## src/hdl/coa_pkg.sv

```systemverilog
// shared types and constants of the clock offset averager
package coa_pkg;

  localparam int TIME_W         = 32;
  localparam int OFFSET_W       = 32;
  localparam int THR_W          = 10;
  localparam int COUNT_OUT_W    = 10;
  localparam int SMOOTH_W       = 35;
  localparam int SMOOTH_RECIP_W = 34;
  localparam int SMOOTH_SHIFT   = 36;

  // ceil(2^36 / 6), exact quotient for magnitudes below 2^35
  localparam logic [SMOOTH_RECIP_W-1:0] SMOOTH_RECIP = 34'h2_AAAA_AAAB;

  localparam logic [THR_W-1:0] SYNC_THR_RESET = 10'd256;

  localparam logic KIND_SAMPLE = 1'b0;
  localparam logic KIND_CLEAR  = 1'b1;

  typedef struct packed {
    logic              kind;
    logic [TIME_W-1:0] server_time;
    logic [TIME_W-1:0] local_time;
    logic [TIME_W-1:0] round_trip;
  } in_item_t;

  typedef struct packed {
    logic signed [OFFSET_W-1:0] mean_offset;
    logic signed [OFFSET_W-1:0] smoothed_offset;
    logic [COUNT_OUT_W-1:0]     sample_count;
    logic                       synchronised;
  } out_item_t;

  typedef struct packed {
    logic accept_sample;
    logic clear;
    logic sub_old;
    logic add_new;
    logic div_load;
    logic div_step;
    logic mean_fix;
    logic smooth_prep;
    logic smooth_load;
    logic smooth_mul_lo;
    logic smooth_mul_hi;
    logic smooth_fix;
    logic out_load;
  } ctrl_cmd_t;

  typedef struct packed {
    logic div_last;
  } dp_sts_t;

endpackage

```

## src/hdl/coa_ctrl.sv

```systemverilog
// controller: sequences one item through the datapath and owns the handshakes
module coa_ctrl (
  input  logic                clk,
  input  logic                rst_n,
  input  logic                in_valid,
  input  logic                in_kind,
  output logic                in_ready,
  output logic                out_valid,
  input  logic                out_ready,
  output coa_pkg::ctrl_cmd_t  cmd,
  input  coa_pkg::dp_sts_t    sts
);
  import coa_pkg::*;

  localparam logic [3:0] S_IDLE     = 4'd0;
  localparam logic [3:0] S_SUB      = 4'd1;
  localparam logic [3:0] S_ADD      = 4'd2;
  localparam logic [3:0] S_LD_MEAN  = 4'd3;
  localparam logic [3:0] S_DIV_MEAN = 4'd4;
  localparam logic [3:0] S_FIX_MEAN = 4'd5;
  localparam logic [3:0] S_PREP_SM  = 4'd6;
  localparam logic [3:0] S_LD_SM    = 4'd7;
  localparam logic [3:0] S_MUL_LO   = 4'd8;
  localparam logic [3:0] S_MUL_HI   = 4'd9;
  localparam logic [3:0] S_FIX_SM   = 4'd10;
  localparam logic [3:0] S_OUT      = 4'd11;

  logic [3:0] state_r;
  logic [3:0] state_nxt;
  logic       out_valid_r;
  logic       out_valid_nxt;
  logic       out_free;
  logic       in_xfer;

  assign in_ready = (state_r == S_IDLE);
  assign in_xfer  = in_valid && in_ready;
  assign out_free = !out_valid_r || out_ready;

  always_comb begin
    cmd       = '0;
    state_nxt = state_r;
    case (state_r)
      S_IDLE: begin
        if (in_xfer) begin
          if (in_kind == KIND_CLEAR) begin
            cmd.clear = 1'b1;
            state_nxt = S_OUT;
          end else begin
            cmd.accept_sample = 1'b1;
            state_nxt         = S_SUB;
          end
        end
      end
      S_SUB: begin
        cmd.sub_old = 1'b1;
        state_nxt   = S_ADD;
      end
      S_ADD: begin
        cmd.add_new = 1'b1;
        state_nxt   = S_LD_MEAN;
      end
      S_LD_MEAN: begin
        cmd.div_load = 1'b1;
        state_nxt    = S_DIV_MEAN;
      end
      S_DIV_MEAN: begin
        cmd.div_step = 1'b1;
        if (sts.div_last) begin
          state_nxt = S_FIX_MEAN;
        end
      end
      S_FIX_MEAN: begin
        cmd.mean_fix = 1'b1;
        state_nxt    = S_PREP_SM;
      end
      S_PREP_SM: begin
        cmd.smooth_prep = 1'b1;
        state_nxt       = S_LD_SM;
      end
      S_LD_SM: begin
        cmd.smooth_load = 1'b1;
        state_nxt       = S_MUL_LO;
      end
      S_MUL_LO: begin
        cmd.smooth_mul_lo = 1'b1;
        state_nxt         = S_MUL_HI;
      end
      S_MUL_HI: begin
        cmd.smooth_mul_hi = 1'b1;
        state_nxt         = S_FIX_SM;
      end
      S_FIX_SM: begin
        cmd.smooth_fix = 1'b1;
        state_nxt      = S_OUT;
      end
      S_OUT: begin
        if (out_free) begin
          cmd.out_load = 1'b1;
          state_nxt    = S_IDLE;
        end
      end
      default: begin
        state_nxt = S_IDLE;
      end
    endcase
  end

  always_comb begin
    out_valid_nxt = out_valid_r;
    if (cmd.out_load) begin
      out_valid_nxt = 1'b1;
    end else if (out_valid_r && out_ready) begin
      out_valid_nxt = 1'b0;
    end
  end

  always_ff @(posedge clk) begin
    if (!rst_n) begin
      state_r     <= S_IDLE;
      out_valid_r <= 1'b0;
    end else begin
      state_r     <= state_nxt;
      out_valid_r <= out_valid_nxt;
    end
  end

  assign out_valid = out_valid_r;

  // at most one datapath action per cycle
  a_cmd_single: assert property (@(posedge clk) disable iff (!rst_n)
    $onehot0({cmd.accept_sample, cmd.clear, cmd.sub_old, cmd.add_new, cmd.div_load,
              cmd.div_step, cmd.mean_fix, cmd.smooth_prep, cmd.smooth_load,
              cmd.smooth_mul_lo, cmd.smooth_mul_hi, cmd.smooth_fix, cmd.out_load}))
    else $error("more than one datapath command");

  // a result never overwrites one still waiting
  a_out_no_overwrite: assert property (@(posedge clk) disable iff (!rst_n)
    cmd.out_load |-> (!out_valid_r || out_ready))
    else $error("output register overwritten");

  a_div_follows_load: assert property (@(posedge clk) disable iff (!rst_n)
    cmd.div_load |=> (state_r == S_DIV_MEAN))
    else $error("divider load not followed by steps");

  a_mean_div_exit: assert property (@(posedge clk) disable iff (!rst_n)
    (state_r == S_DIV_MEAN && sts.div_last) |=> (state_r == S_FIX_MEAN))
    else $error("mean division did not finish");

endmodule

```

## config.mk

```make
export PLATFORM = sky130hd
export DESIGN_NAME = coa_ctrl
export DESIGN_NICKNAME = d
export VERILOG_FILES = /design/src/hdl/coa_pkg.sv /design/src/hdl/coa_ctrl.sv
export SDC_FILE = /design/constraint.sdc
export NUM_CORES = 1
export LEC_CHECK = 0
export BUFFER_PORTS_ARGS = -buffer_cell sky130_fd_sc_hd__buf_2
export CAP_MARGIN = 15
export CORE_AREA = 2 2 39 41
export DETAILED_ROUTE_END_ITERATION = 16
export DIE_AREA = 0 0 41 43
export MAX_ROUTING_LAYER = met4
export PLACE_DENSITY = 0.68
export REMOVE_ABC_BUFFERS = 1
export SKIP_LAST_GASP = 1
export SYNTH_ARGS = -nofsm -noshare
export SYNTH_HDL_FRONTEND = slang
export SYNTH_SLANG_ARGS = --single-unit
```

## constraint.sdc

```tcl
create_clock -name clk -period 1.55 [get_ports clk]
set_input_delay 0.31 -clock clk [delete_from_list [all_inputs] [get_ports clk]]
set_output_delay 0.31 -clock clk [all_outputs]
set_load 0.01 [all_outputs]
```

==> key figures <==
Status
  • Status: finished, final reports clean

Yosys
  • Synthesized flop and latch total: 5
  • Synthesized instance count: 55
  • Syn. warnings: 0
  • Syn_area_per_cell: 7.48 µm²
  • Synthesized cell area: 412 µm²
  • Synth area leaders: dfxtp_1, buf_4, nor3_1, nand2b_1, nor2_1
  • Share of the synthesized area in the top cell type: 24.3%
  • Number of different library cells in the post-synthesis netlist: 22
  • Portion of the post-synthesis area used by sequential elements: 24.3%
  • Area leader, netlist: dfxtp_1

GRT
  • Residual overflow from global routing: 0
  • Number of antenna violations at the first check in global routing: 0
  • Overall routing resource usage: 12.9%
  • Via count of the first global-routing pass: 361
  • Maximum number of pins on one net before global-route repair: 14
  • First-pass GRT wire length: 1460 µm

Final layout
  • Area Overhead vs Synth: 45.9%
  • Fraction of layout cells with a size suffix above 1: 46.9%
  • Area used by multi-input combinational logic: 282 µm²
  • Storage element area: 113 µm²
  • Antenna Diode Count: 0
  • Most common library cell in the layout ignoring fill and taps: buf_2
  • Number of nets in the layout: 88
  • Most used cells in the layout excluding fill and tap cells: buf_2, nor2_1, nor3_1
  • Final cell count without fillers: 97
  • Fillers: 157

Critical path
  • Startpoint Class: flop
  • Largest fanout of any net on the critical path: 6
  • Worst Path Arrival: 1.22 ns
  • Kind of capture point of the worst setup path: primary output
  • Worst endpoint required time: 1.24 ns
  • Worst Setup Path Type: flop to primary output

Pwr
  • Pwr Total: 645 µW
  • Max IR drop VDD: 0.438 mV
  • Power density over cell area: 1070 nW/µm²
  • Leak: 0.000281 µW

Clocking
  • Root Buffer Master: clkbuf_4
  • Number of H-tree levels: 1
  • Number of buffers inserted during clock tree synthesis: 3
  • Clock sink count: 5
  • Buffers from clock root to sink, at most: 2
  • CTS tree: yes
  • Latest clock arrival within the worst-skew pair: 0.24 ns
  • Post-CTS Hold Buffers: 0
  • Clock transition at the register clock pins on the worst setup and hold paths after CTS: 0.04 ns

Routing
  • DR pass1 iterations: 4
  • Vias/cell: 4.90
  • Antenna-violating nets left: 0
  • Routed length per placed instance: 10.4 µm
  • Drt first-iter violations: 9
  • DR DRC count: 0
  • Total routed wirelength: 1010 µm
  • Via count: 475

STA
  • Fraction of the cycle the final worst path needs: 98.7%
  • Max frequency: 654 MHz
  • Count of final hold-check violations: 0
  • Number of max-slew violations in the final report: 0
  • Clock skew after layout: 0.000160 ns
  • Final setup fails: 0
  • Aggregate negative setup slack: 0 ns
  • Final Critical Period: 1.53 ns
  • Actual slew at the worst max-slew pin: 0.242 ns
  • Worst max-slew margin expressed relative to the limit: 83.7%
  • RSZ-0062 raised after global routing: yes

Floorplan
  • Std-Cell Rows: 14
  • Horizontal extent of the die: 41 µm
  • Floorplan die area: 1760 µm²
  • Initial standard-cell utilization of the core: 29.7%
  • Core Footprint: 1380 µm²
  • Ports: 21
  • Vertical die dimension: 43 µm

Placed design
  • Weighted congestion at the end of routability-driven global placement: 0.842
  • IO Port Bufs: 20
  • Placed cells: 88
  • Half-perimeter wire length of the detailed placement result: 696 µm

Min path
  • Hold Crit Class: input pin to flop

Job
  • Reported max-cap violation count: 0
[sequential cells by signal, indices dropped and copies added, names as in the netlist]
signal     count
state_r        4
out_valid      1
[per-stage QoR]
| step | utilization (%) | area [µm²] | setup WS [ns] | hold slack (ns) |
|---|---|---|---|---|
| after detailed placement | 36.8 | 509 | 0.149 | 0.525 |
| after floorplan | - | 374 | 0.163 | 0.427 |
| after CTS | 39.4 | 546 | -0.0440 | 0.318 |
| final | 43.4 | 601 | 0.0205 | 0.327 |
| after global routing | 43.4 | 601 | -0.0607 | 0.326 |
| after global placement | 36.8 | 509 | 0.162 | 0.515 |
[power by group]
part / internal (µW) / switching, µW / total, µW / leakage (µW)
sequential: 155 / 45.8 / 200 / 0.0000434
combinational: 156 / 141 / 297 / 0.000223
clock: 97.2 / 51.2 / 148 / 0.0000150
[synthesized netlist by cell type (all sizes together)]
| cell type | n |
|---|---|
| a21boi | 1 |
| a21oi | 2 |
| a31oi | 1 |
| and2 | 1 |
| and3 | 1 |
| buf | 5 |
| dfxtp | 5 |
| nand2 | 4 |
| nand2b | 5 |
| nand4b | 1 |
| nor2 | 8 |
| nor2b | 2 |
| nor3 | 7 |
| nor3b | 2 |
| nor4 | 1 |
| o211ai | 1 |
| o21a | 3 |
| o21ai | 2 |
| o31a | 1 |
| or2b | 1 |
| xnor2 | 1 |
[area by class of cell]
type / instances / area share, %
sequential: 5 / 18.8
clock buffer: 4 / 4.38
timing repair buffer: 27 / 26.7
multi-input combinational: 45 / 46.9
tap: 16 / 3.33
[critical path, cell delays in order, from the launching register on]
cell and delay [ns]:
dfxtp_4 0.36, nor4_4 0.31, nand2_1 0.08, nor2_1 0.09, buf_2 0.14
[repair_timing]
action / CTS / global route
pin swaps: 0 / 1
resized for setup: 5 / 6
setup buffers: 0 / 5
endpoints found under the setup margin: 12 / 8
[final timing paths]
check,startpoint,to,slack (ns),depth (start not counted)
max,state_r[3]$_SDFFE_PN0P_,cmd[12],0.02,4
min reg2reg,out_valid$_SDFFE_PN0P_,out_valid$_SDFFE_PN0P_,0.53,2
min,rst_n,state_r[0]$_SDFFE_PN0P_,0.33,2
max reg2reg,state_r[3]$_SDFFE_PN0P_,state_r[3]$_SDFFE_PN0P_,0.22,6
[per-layer routing]
layer	part of all wire, %	vias up	routed length, µm	global-route usage, %
met5	0	-	0	-
met4	2.3	0	23	12.0
met3	6.6	4	67	3.14
met2	51	18	510	17.8
met1	40	211	406	14.2
li1	-	242	-	-
[kinds of logic after synthesis]
kind of cell	Yosys count	share of synthesized area (%)
AND/OR/NAND/NOR	33	46.8
AO/OA/AOI/OAI	11	17.6
flip-flops	5	24.3
buffers and inverters	5	9.12
XOR/XNOR	1	2.13
(Power assumes the default switching activity.)
